**src/hdl/utf8d_pkg.sv**
```systemverilog
`timescale 1ns / 1ps
// ----------------------------------------------------------------------------
// utf8d_pkg
// shared types, constants and byte classification helpers of the utf-8 decoder
// ----------------------------------------------------------------------------
package utf8d_pkg;

  localparam int unsigned ByteW  = 8;
  localparam int unsigned CpW    = 21;
  localparam int unsigned LenW   = 3;
  localparam int unsigned StatW  = 2;
  localparam int unsigned ContW  = 6;

  // lead byte masks and patterns
  localparam logic [ByteW-1:0] AsciiMask  = 8'b1000_0000;
  localparam logic [ByteW-1:0] Lead2Mask  = 8'b1110_0000;
  localparam logic [ByteW-1:0] Lead2Pat   = 8'b1100_0000;
  localparam logic [ByteW-1:0] Lead3Mask  = 8'b1111_0000;
  localparam logic [ByteW-1:0] Lead3Pat   = 8'b1110_0000;
  localparam logic [ByteW-1:0] Lead4Mask  = 8'b1111_1000;
  localparam logic [ByteW-1:0] Lead4Pat   = 8'b1111_0000;
  localparam logic [ByteW-1:0] Pay2Mask   = 8'b0001_1111;
  localparam logic [ByteW-1:0] Pay3Mask   = 8'b0000_1111;
  localparam logic [ByteW-1:0] Pay4Mask   = 8'b0000_0111;
  localparam logic [ByteW-1:0] ContMask   = 8'b0011_1111;

  localparam logic [LenW-1:0] LenNone = 3'd0;
  localparam logic [LenW-1:0] LenTwo  = 3'd2;
  localparam logic [LenW-1:0] LenThree = 3'd3;
  localparam logic [LenW-1:0] LenFour = 3'd4;

  typedef enum logic [StatW-1:0] {
    StSuccess    = 2'd0,
    StIncomplete = 2'd1,
    StInvalid    = 2'd2
  } status_e;

  // decoder sequence state
  typedef struct packed {
    logic [LenW-1:0] exp_len;
    logic [LenW-1:0] seen;
    logic [CpW-1:0]  partial;
  } seq_state_t;

  // sequence length of a lead byte, zero if not a lead byte
  function automatic logic [LenW-1:0] lead_length(input logic [ByteW-1:0] b);
    logic [LenW-1:0] len;
    len = LenNone;
    if ((b & Lead2Mask) == Lead2Pat) begin
      len = LenTwo;
    end else if ((b & Lead3Mask) == Lead3Pat) begin
      len = LenThree;
    end else if ((b & Lead4Mask) == Lead4Pat) begin
      len = LenFour;
    end
    return len;
  endfunction

  // payload bits carried by a lead byte
  function automatic logic [CpW-1:0] lead_payload(input logic [LenW-1:0] len,
                                                  input logic [ByteW-1:0] b);
    logic [ByteW-1:0] p;
    if (len == LenTwo) begin
      p = b & Pay2Mask;
    end else if (len == LenThree) begin
      p = b & Pay3Mask;
    end else begin
      p = b & Pay4Mask;
    end
    return {{(CpW-ByteW){1'b0}}, p};
  endfunction

endpackage

```
**src/hdl/utf8_stream_decoder_top.sv**
```systemverilog
`timescale 1ns / 1ps
// ----------------------------------------------------------------------------
// utf8_stream_decoder_top
// byte-serial utf-8 decoder with one status and code point per byte
// ----------------------------------------------------------------------------
// Each input beat carries one byte of a utf-8 stream and yields exactly one
// output beat: success with a code point, incomplete, or invalid. A byte is
// captured in an input register, decoded by a shallow bit-test and six-bit
// shift step, and its result lands in an output register; the sequence state
// is updated in the same cycle the result is loaded. Throughput is one byte
// per clock, each byte passing the input and then the output register; the
// pipeline only holds when the output register is full and stalled. Overlong
// forms and surrogates are not checked, and the code point is zero unless the
// status is success.
module utf8_stream_decoder_top
  import utf8d_pkg::*;
(
  input  logic             clk_i,
  input  logic             rst_ni,
  // byte input channel
  input  logic             in_valid_i,
  output logic             in_stall_o,
  input  logic [ByteW-1:0] in_byte_i,
  // result channel
  output logic             out_valid_o,
  input  logic             out_stall_i,
  output logic [StatW-1:0] status_o,
  output logic [CpW-1:0]   code_point_o
);

  // input register
  logic             in_valid_q;
  logic [ByteW-1:0] byte_q;

  // sequence state, updated when a byte moves into the output register
  seq_state_t seq_q, seq_d;

  // output register
  logic             out_valid_q;
  status_e          status_q, status_d;
  logic [CpW-1:0]   cp_q, cp_d;

  logic out_load;   // output register free to take a new result
  logic advance;    // input register hands its byte to the decode step
  logic in_take;    // input beat accepted

  // output register can load when empty or being drained this cycle
  assign out_load   = !out_valid_q || !out_stall_i;
  assign advance    = in_valid_q && out_load;
  // input register takes a byte when empty or emptying
  assign in_stall_o = in_valid_q && !out_load;
  assign in_take    = in_valid_i && !in_stall_o;

  utf8d_decode u_decode (
    .state_i      (seq_q),
    .byte_i       (byte_q),
    .state_o      (seq_d),
    .status_o     (status_d),
    .code_point_o (cp_d)
  );

  // control and sequence state
  always_ff @(posedge clk_i or negedge rst_ni) begin
    if (!rst_ni) begin
      in_valid_q  <= 1'b0;
      out_valid_q <= 1'b0;
      seq_q       <= '0;
    end else begin
      if (in_take) begin
        in_valid_q <= 1'b1;
      end else if (advance) begin
        in_valid_q <= 1'b0;
      end
      if (out_load) begin
        out_valid_q <= in_valid_q;
      end
      if (advance) begin
        seq_q <= seq_d;
      end
    end
  end

  // payload registers, no reset needed
  always_ff @(posedge clk_i) begin
    if (in_take) begin
      byte_q <= in_byte_i;
    end
    if (advance) begin
      status_q <= status_d;
      cp_q     <= cp_d;
    end
  end

  assign out_valid_o  = out_valid_q;
  assign status_o     = status_q;
  assign code_point_o = cp_q;

`ifndef SYNTH
  // status code 3 never leaves the block
  a_status_legal: assert property (@(posedge clk_i) disable iff (!rst_ni)
    out_valid_q |-> (status_q == StSuccess || status_q == StIncomplete ||
                     status_q == StInvalid))
    else $error("illegal status code on result beat");

  // code point is zero unless the result is a success
  a_cp_zero: assert property (@(posedge clk_i) disable iff (!rst_ni)
    (out_valid_q && status_q != StSuccess) |-> (cp_q == '0))
    else $error("nonzero code point on non-success beat");

  // an open sequence always has a legal length
  a_len_legal: assert property (@(posedge clk_i) disable iff (!rst_ni)
    (seq_q.exp_len == LenNone || seq_q.exp_len == LenTwo ||
     seq_q.exp_len == LenThree || seq_q.exp_len == LenFour))
    else $error("illegal expected sequence length");

  // a byte waiting behind a stalled result is not lost
  a_no_drop: assert property (@(posedge clk_i) disable iff (!rst_ni)
    (in_valid_q && !out_load) |=> in_valid_q)
    else $error("buffered byte dropped while output stalled");
`endif

endmodule

```
**src/hdl/utf8d_decode.sv**
```systemverilog
`timescale 1ns / 1ps
// ----------------------------------------------------------------------------
// utf8d_decode
// per-byte decode step: next sequence state and result of one byte
// ----------------------------------------------------------------------------
module utf8d_decode
  import utf8d_pkg::*;
(
  input  seq_state_t       state_i,
  input  logic [ByteW-1:0] byte_i,
  output seq_state_t       state_o,
  output status_e          status_o,
  output logic [CpW-1:0]   code_point_o
);

  logic [LenW-1:0] len;
  logic [LenW-1:0] seen_inc;
  logic [CpW-1:0]  shifted;
  logic [ByteW-1:0] cont_bits;

  assign len       = lead_length(byte_i);
  assign seen_inc  = state_i.seen + 3'd1;
  assign cont_bits = byte_i & ContMask;
  assign shifted   = {state_i.partial[CpW-ContW-1:0], cont_bits[ContW-1:0]};

  always_comb begin
    state_o      = state_i;
    status_o     = StInvalid;
    code_point_o = '0;
    if (state_i.exp_len == LenNone) begin
      state_o.seen = 3'd1;
      if ((byte_i & AsciiMask) == '0) begin
        status_o     = StSuccess;
        code_point_o = {{(CpW-ByteW){1'b0}}, byte_i};
      end else if (len != LenNone) begin
        state_o.exp_len = len;
        state_o.partial = lead_payload(len, byte_i);
        status_o        = StIncomplete;
      end
    end else if (len != LenNone) begin
      // new lead abandons the open sequence
      state_o.seen    = 3'd1;
      state_o.exp_len = len;
      state_o.partial = lead_payload(len, byte_i);
      status_o        = StInvalid;
    end else begin
      state_o.partial = shifted;
      state_o.seen    = seen_inc;
      if (seen_inc < state_i.exp_len) begin
        status_o = StIncomplete;
      end else begin
        state_o.exp_len = LenNone;
        status_o        = StSuccess;
        code_point_o    = shifted;
      end
    end
  end

endmodule
```
**config.mk**
```make
export PLATFORM = sky130hd
export DESIGN_NAME = utf8_stream_decoder_top
export DESIGN_NICKNAME = d
export VERILOG_FILES = /design/src/hdl/utf8d_pkg.sv /design/src/hdl/utf8_stream_decoder_top.sv /design/src/hdl/utf8d_decode.sv
export SDC_FILE = /design/constraint.sdc
export NUM_CORES = 1
export LEC_CHECK = 0
export BUFFER_PORTS_ARGS = -buffer_cell sky130_fd_sc_hd__buf_2
export CAP_MARGIN = 10
export CORE_UTILIZATION = 45
export CTS_BUF_LIST = sky130_fd_sc_hd__clkbuf_8 sky130_fd_sc_hd__clkbuf_16
export CTS_CLUSTER_SIZE = 30
export DETAILED_ROUTE_END_ITERATION = 10
export GPL_TIMING_DRIVEN = 1
export PLACE_DENSITY = 0.66
export REMOVE_ABC_BUFFERS = 1
export SYNTH_ARGS = -nofsm -noshare
export SYNTH_HDL_FRONTEND = slang
export SYNTH_SLANG_ARGS = --single-unit
```
**constraint.sdc**
```tcl
create_clock -name clk_i -period 6.5 [get_ports clk_i]
set_input_delay 0.975 -clock clk_i [delete_from_list [all_inputs] [get_ports clk_i]]
set_output_delay 0.975 -clock clk_i [all_outputs]
set_load 0.05 [all_outputs]
```
=== After elaboration in Yosys (flattened, before gate mapping) ===
Index checks and enable logic that the tools add are counted.

* $add $sub $neg: 1
* Equality and inequality tests: 8
* Magnitude comparators: 1
* Reductions and logical operators: 14
* Mux-type cells: 23

{| class="wikitable"
|+ Operators by type and width
! cell !! count
|-
| 21-bit 2-to-1 mux || 5
|-
| 27-bit 2-to-1 mux || 2
|-
| 3-bit 2-to-1 mux || 6
|-
| 8-bit logical NOT || 1
|-
| 2-bit 2-to-1 mux || 4
|-
| 8-bit 2-to-1 mux || 1
|-
| 3-bit by 2-bit equality test with 1-bit output (second input constant) || 2
|-
| 5-bit equality test (second input constant) || 1
|-
| 5-bit 2-to-1 mux || 1
|-
| 4-bit equality test (second input constant) || 1
|-
| 1-bit logical NOT || 4
|-
| 4-bit 2-to-1 mux || 1
|-
| 2-bit inequality test (second input constant) || 2
|-
| 4-bit AND reduction || 1
|-
| 3-bit by 1-bit adder with 3-bit output (second input constant) || 1
|-
| 3-bit equality test (second input constant) || 1
|-
| 1-bit logical AND || 3
|-
| 3-bit logical NOT || 1
|-
| 3-bit less-than comparator || 1
|-
| 1-bit 2-to-1 mux || 3
|-
| 3-bit AND reduction || 1
|-
| 3-bit nonzero test || 1
|-
| 2-bit by 1-bit inequality test with 1-bit output (second input constant) || 1
|-
| 2-bit nonzero test || 1
|-
| 1-bit logical OR || 1
|}

* Word-level logic and storage cells: 55
* Flip-flop bits (word level): 54

=== Logic depth before layout (Yosys ltp) ===
Gate-level depths: netlist of run 1.

* Depth in word-level cells: 10
* Depth in mapped cells: 8
* Gate-level depth less buffers: 7

=== Hierarchy ===
A second synthesis of run 1 with hierarchy kept.

* Cell total of the unflattened synthesis: 222
* Area, all modules: 2999.1 sq um

{| class="wikitable"
|+ Modules (own cells, without submodules)
! module !! cells each !! area an instance (sq um) !! instances !! seq. area each (sq um)
|-
| utf8_stream_decoder_top || 96 || 2124.5 || 1 || 1656.6
|-
| utf8d_decode || 126 || 874.6 || 1 || 0.0
|}

=== Worst setup path before layout of run 1 ===
Ideal clock, no wire load.

* Path kind: input-to-output
* From: in out_stall_i
* To: out in_stall_o
* Arrival: 1.409 ns
* Path slack: 4.116 ns
* Path buffers: 0
* Stages: 2
* Data required time: 5.525 ns
* Cell sequence: nand3_1 -> inv_1

* Cells in the longest elaborated chain, start to end: 4

{| class="wikitable"
|+ RTL lines
! what !! RTL line !! RTL
|-
| from (decl) || utf8_stream_decoder_top.sv:26 || <nowiki>input logic out_stall_i,</nowiki>
|-
| 1-bit logical NOT || utf8_stream_decoder_top.sv:48 || <nowiki>assign out_load = !out_valid_q || !out_stall_i;</nowiki>
|-
| 1-bit logical OR || utf8_stream_decoder_top.sv:48 ||
|-
| 1-bit logical NOT || utf8_stream_decoder_top.sv:51 || <nowiki>assign in_stall_o = in_valid_q && !out_load;</nowiki>
|-
| 1-bit logical AND || utf8_stream_decoder_top.sv:51 ||
|-
| to (decl) || utf8_stream_decoder_top.sv:22 || <nowiki>output logic in_stall_o,</nowiki>
|}

No other way between the ends.

=== Worst setup path in the final report of run 1 ===
Same ends and word-level chain as after synthesis.

==> metrics.txt, run 1 <==
outcome=completed; GR peak layer=met2; CTS buffer count=5; die height=71.8 um; worst hold start=seq_q[22]; Fill cells=391; sequential fraction of the synthesis area=68.6%; Post-synth EDFFs=31; CP Max Fanout=3; R2R cell count=7; FF-to-FF Start=seq_q[21]; final setup violation count=0; Synth Instances=152; port buffer count=36; max_cap viols=0; Initial Utilization=46.8%; largest net degree at the start of global routing=35; grt ovf=0; Max Slew Vio Count=0; Core Box Area=0.00469 sq mm; row cnt=25; Seq. cell area=0.00151 sq mm; Final ANT Viol Nets=0; Pwr Total=1.14 mW; wire per inst=14.6 um; most frequent cells in the layout=buf_2, edfxtp_1, dfrtp_1; initial DRC count=109; ys flop type=edfxtp_1; drt pass-1 iters=4; Via Count=1316; commonest non-fill, non-tap cell in the layout=buf_2; Async SR Flop Fraction=42.6%; hold depth=2; CP endpoint kind=primary output; clock power share=19.6%; Die W=71.8 um; Syn Area/Cell=14.4 sq um; unrepaired setup endpoints after global routing=no; GRT Total Usage=15.6%; CP max stage cell=buf_2; cts repair resizes=0; WP data required=5520 ps; Final Hold Fails=0; total I/O pin count=37; WS Path Type=in -> out; CTS sink cnt=54; Clock Skews=9.79 ps; worst vdd ir=0.155 mV; CP max stage delay=250 ps; Hold Slack=504 ps; Area growth, synth to finish=15.6%; first-pass GRT wire length=6.03 mm; Tmin final=2470 ps; Pwr Density=448 mW/mm^2; worst reg-to-reg setup slack=4280 ps; Core Util, Final=54.1%; clock-pin slew on the worst setup and hold paths=90 ps; GR Util met2=25.1%; Slew @ Worst Pin=515 ps; share of layout cells above drive strength 1=30.2%; mapped cell area=0.00219 sq mm; met3 usage in global routing=4.36%; crit-path cells=buf_2 > nand3_1 > inv_1 > buf_2; CTS tree=built; Psw=0.415 mW; number of H-tree levels=2; Nets=206; crit path DAT=1490 ps; WL final=3.59 mm; hold_buf cts=0; Switching Fraction=36.5%; Yosys cell types=38; P_int=0.723 mW; fmax=406 MHz; critical path's most frequent cell=buf_2; GP Congestion=0.868; CTS root buffer=clkbuf_8; total setup buffers inserted after CTS=0; Relative slew margins=65.7%; die area=0.00516 sq mm; clk_lat worst skew=310 ps; Comb power frac=35.6%; DRC viols=0; ant diodes=0; DP Cell Count=237; RR Endpoint=code_point_o[10]; met1 usage=20.1%; Layout Cells excl Fill=246; setup_tns=0 ps; HP Class=reg -> reg; Multi-input gate area=629 sq um; Warnings, synthesis=0; Via density=5.35; vias in the first global route=1251; Hold Path End=seq_q[22]; #FFs+latches synth=54; Seq pwr share=44.8%; Lkg Pwr=1.09 nW; antenna violations before repair=0; clk buf depth=2; Worst setup SP type=primary input; hpwl dp=2.54 mm; part of the cycle the worst path needs=37.9%
## Yosys cell counts, drive strengths merged (2+ instances only)
library cell / n / share of area (%)
and2: 21 / 6.0
inv: 4 / 0.68
edfxtp: 31 / 42
a21o: 2 / 0.74
a21oi: 4 / 1.1
nand2b: 3 / 0.86
ha: 3 / 1.7
nand2: 8 / 1.5
dfrtp: 23 / 26
buf: 5 / 2.0
a22o: 13 / 5.3
mux2: 3 / 1.5
o21ai: 11 / 3.5
nor2: 5 / 1.1
## registers in the layout, summed over array words and instances (netlist names)
register,flops
in_valid_q,1
seq_q,21
out_valid_o,1
byte_q,8
code_point_o,21
status_o,2
## cells by family (layout without fill, tap and decap cells)
logic type,count (synthesis),count (layout),synth area share (%)
flops,54,54,68.6
simple gates,46,46,12.1
compound gates,36,36,12.9
buf+inv,9,49,2.68
fa+ha+maj,3,3,1.71
mux,3,3,1.54
xor+xnor,1,1,0.399
## worst max-delay path: cells and delay by family
kind | cells | cell delay, ps
buf+inv | 3 | 410
simple gates | 1 | 110
## routing by layer
layer | up-vias | part of all wire, %
li1 | 634 | -
met1 | 637 | 43
met2 | 39 | 51
met3 | 6 | 4.6
met4 | 0 | 1.4
met5 | - | 0
## through the flow
step	setup WS, ps	area, sq um
finish	4030	2540
global route	3950	2540
floorplan	4000	2150
CTS	3850	2510
detailed placement	3510	2400
global placement	3630	2400
## layout make-up
type	count	share of cell area [%]
repair buffers	37	8.19
multi-input cells	89	24.8
well taps	54	2.66
clock buffers	5	2.71
flip-flops and latches	54	59.4
inverters	4	0.592
clock inverters	3	1.68
## worst max path at each step
stage                 end  slack [ps]  depth (start not counted)        start
2_1_floorplan    seq_q[0]        4000                          5  out_stall_i
3_3_place_gp     seq_q[1]        3630                          6  out_stall_i
3_5_place_dp     seq_q[2]        3510                          6  out_stall_i
4_1_cts          seq_q[0]        3850                          6  out_stall_i
5_1_grt        in_stall_o        3950                          4  out_stall_i
6_report       in_stall_o        4030                          4  out_stall_i
## power groups by stage
stage	combinational (mW)	clock [mW]	sequential, mW
after floorplan	0.226	0	0.600
after global placement	0.394	0	0.514
after detailed placement	0.404	0	0.518
after CTS	0.405	0.225	0.511
after global routing	0.443	0.243	0.523
final	0.404	0.223	0.510
Note: power is estimated with default switching activity, not from simulation.
==> inputs of run 2 (changes only) <==
PLACE_DENSITY = 0.69   (was 0.66)
clock period = 2 ns   (was 6.5 ns; I/O delays follow)
==> run 2 against run 1 <==
Against the previous run:
- the run now ends with setup timing left
- first-iteration DRC count decreased by 31%
- power grew to 3.5 times the previous value
- worst setup slack lost 4100 ps
- die area unchanged
- critical endpoint is now code_point_o[1]
- largest power group unchanged
==> metrics.txt, run 2 (synthesized netlist as in run 1, its figures left out) <==
outcome=finished, violations left; failing checks=setup timing; worst hold start=in_byte_i[6]; DRC viols=0 (unchanged); clock-pin slew on the worst setup and hold paths=90 ps (about the same); Tmin final=2050 ps; port buffer count=36 (unchanged); WP data required=2070 ps (-3450 ps); Lkg Pwr=1.12 nW (+2.8%); Final ANT Viol Nets=0 (unchanged); fmax=488 MHz; total I/O pin count=37 (unchanged); post-place instance area=0.00244 sq mm (+1.9%); CP Max Fanout=6 (+3); Nets=213 (+3.4%); setup_tns=-510 ps (-510 ps); Relative slew margins=64.3% (-1.3 points); share of layout cells above drive strength 1=34.7% (+4.5 points); first-pass GRT wire length=6.13 mm (+1.7%); vias in the first global route=1312 (+4.9%); part of the cycle the worst path needs=102%; clk buf depth=2 (unchanged); Slew @ Worst Pin=535 ps (+20.2 ps); Final Hold Fails=0 (unchanged); Via density=5.21 (-2.5%); Pwr Density=1520 mW/mm^2 (+240%); die height=71.8 um (unchanged); initial DRC count=75 (-31%); Final WS setup=-49.3 ps (-4080 ps); HP Class=in -> reg; Hold Path End=byte_q[6]; CTS root buffer=clkbuf_8; Pwr Total=3.97 mW (+250%); Worst setup SP type=flip-flop; Via Count=1319 (+0.23%); GP Congestion=0.872 (+0.47%); Clock Skews=7.99 ps (-1.81 ps); Initial Utilization=46.8% (unchanged); CTS sink cnt=54 (unchanged); number of H-tree levels=2 (unchanged); worst reg-to-reg setup slack=-50 ps (-4330 ps); antenna violations before repair=0 (unchanged); hpwl dp=2.64 mm (+4.2%); final setup violation count=20 (+20); CTS tree=built; wire per inst=14.8 um (+1.1%); FF-to-FF Start=seq_q[21]; largest net degree at the start of global routing=24 (-31%); Die W=71.8 um (unchanged); RR Endpoint=code_point_o[1]; worst vdd ir=0.606 mV (+290%); Max Slew Vio Count=0 (unchanged); R2R cell count=7 (unchanged); commonest non-fill, non-tap cell in the layout=buf_2; WL final=3.74 mm (+4.0%); most frequent cells in the layout=buf_2, edfxtp_1, dfrtp_1; Area growth, synth to finish=19.3%; drt pass-1 iters=4 (unchanged); CTS buffer count=5 (unchanged); crit path DAT=2120 ps (+630 ps); GRT Total Usage=15.8% (+0.22 points); max_cap viols=0 (unchanged); hold depth=1 (-1); Core Box Area=0.00469 sq mm (unchanged); clk_lat worst skew=310 ps (about the same); CP endpoint kind=flip-flop; row cnt=25 (unchanged); unrepaired setup endpoints after global routing=yes; ant diodes=0 (unchanged); grt ovf=0 (unchanged); die area=0.00516 sq mm (unchanged); WS Path Type=reg -> reg; post-route cell area=0.00262 sq mm (+3.2%)
[run 2: where the power goes]
group / total [mW] / leakage (nW) / switching (mW) / internal [mW]
clock network: 0.739 / 0.0587 / 0.360 / 0.380
logic: 1.58 / 0.461 / 0.976 / 0.606
registers: 1.65 / 0.597 / 0.152 / 1.50
total: 3.97 / 1.12 / 1.49 / 2.48
[run 2: worst max-delay path, cell delays in order (launching register included)]
cell     delay [ps]
dfrtp_1         400
ha_2            220
xor2_2          170
ha_1            300
a21o_1          200
a31oi_4         230
a21oi_4         110
and2_1          180
[run 2: per-layer routing]
metal | track usage, % | vias to the layer above | wire length [um]
li1 | - | 647 | -
met2 | 27.6 | 33 | 1880
met1 | 19.0 | 634 | 1670
met5 | 0 | - | 0
met4 | 5.23 | 0 | 48
met3 | 4.22 | 5 | 131
[run 2: worst max path at each step]
stage                  endpoint  slack (ps)        start  cells after the start
6_report        code_point_o[1]         -50    seq_q[21]                      7
3_3_place_gp   code_point_o[10]         -60    seq_q[21]                      7
5_1_grt         code_point_o[1]        -120    seq_q[21]                      7
2_1_floorplan          seq_q[0]        -160  out_valid_o                      5
3_5_place_dp   code_point_o[18]        -170    seq_q[21]                      7
4_1_cts         code_point_o[9]         -40    seq_q[22]                      7
[run 2: layout make-up]
| cell class | count | area [sq um] |
|---|---|---|
| multi-input combinational | 89 | 669 |
| fill | 400 | 2070 |
| clock inverter | 3 | 47.5 |
| sequential | 54 | 1510 |
| tap | 54 | 67.6 |
| clock buffer | 5 | 68.8 |
| timing repair buffer | 44 | 243 |
| inverter | 4 | 15.0 |
[run 2: metrics by stage]
| step | util, % | instances | hold slack, ps | setup slack [ps] |
|---|---|---|---|---|
| 4_1_cts | 55.5 | 252 | 153 | -44.6 |
| 3_3_place_gp | 52.1 | 243 | 304 | -58.3 |
| 5_1_grt | 55.8 | 253 | 143 | -118 |
| 3_5_place_dp | 52.1 | 243 | 313 | -167 |
| 2_1_floorplan | - | 147 | 4.41 | -158 |
| 6_report | 55.8 | 253 | 162 | -49.3 |
[run 2: what timing repair did]
item | 4_1_cts | 5_1_grt
hold endpoints to repair | 23 | 0
buffers inserted | 0 | 1
resized for setup | 6 | 4
hold buffers | 1 | 0
endpoints found under the setup margin | 21 | 23
pin swaps | 0 | 3
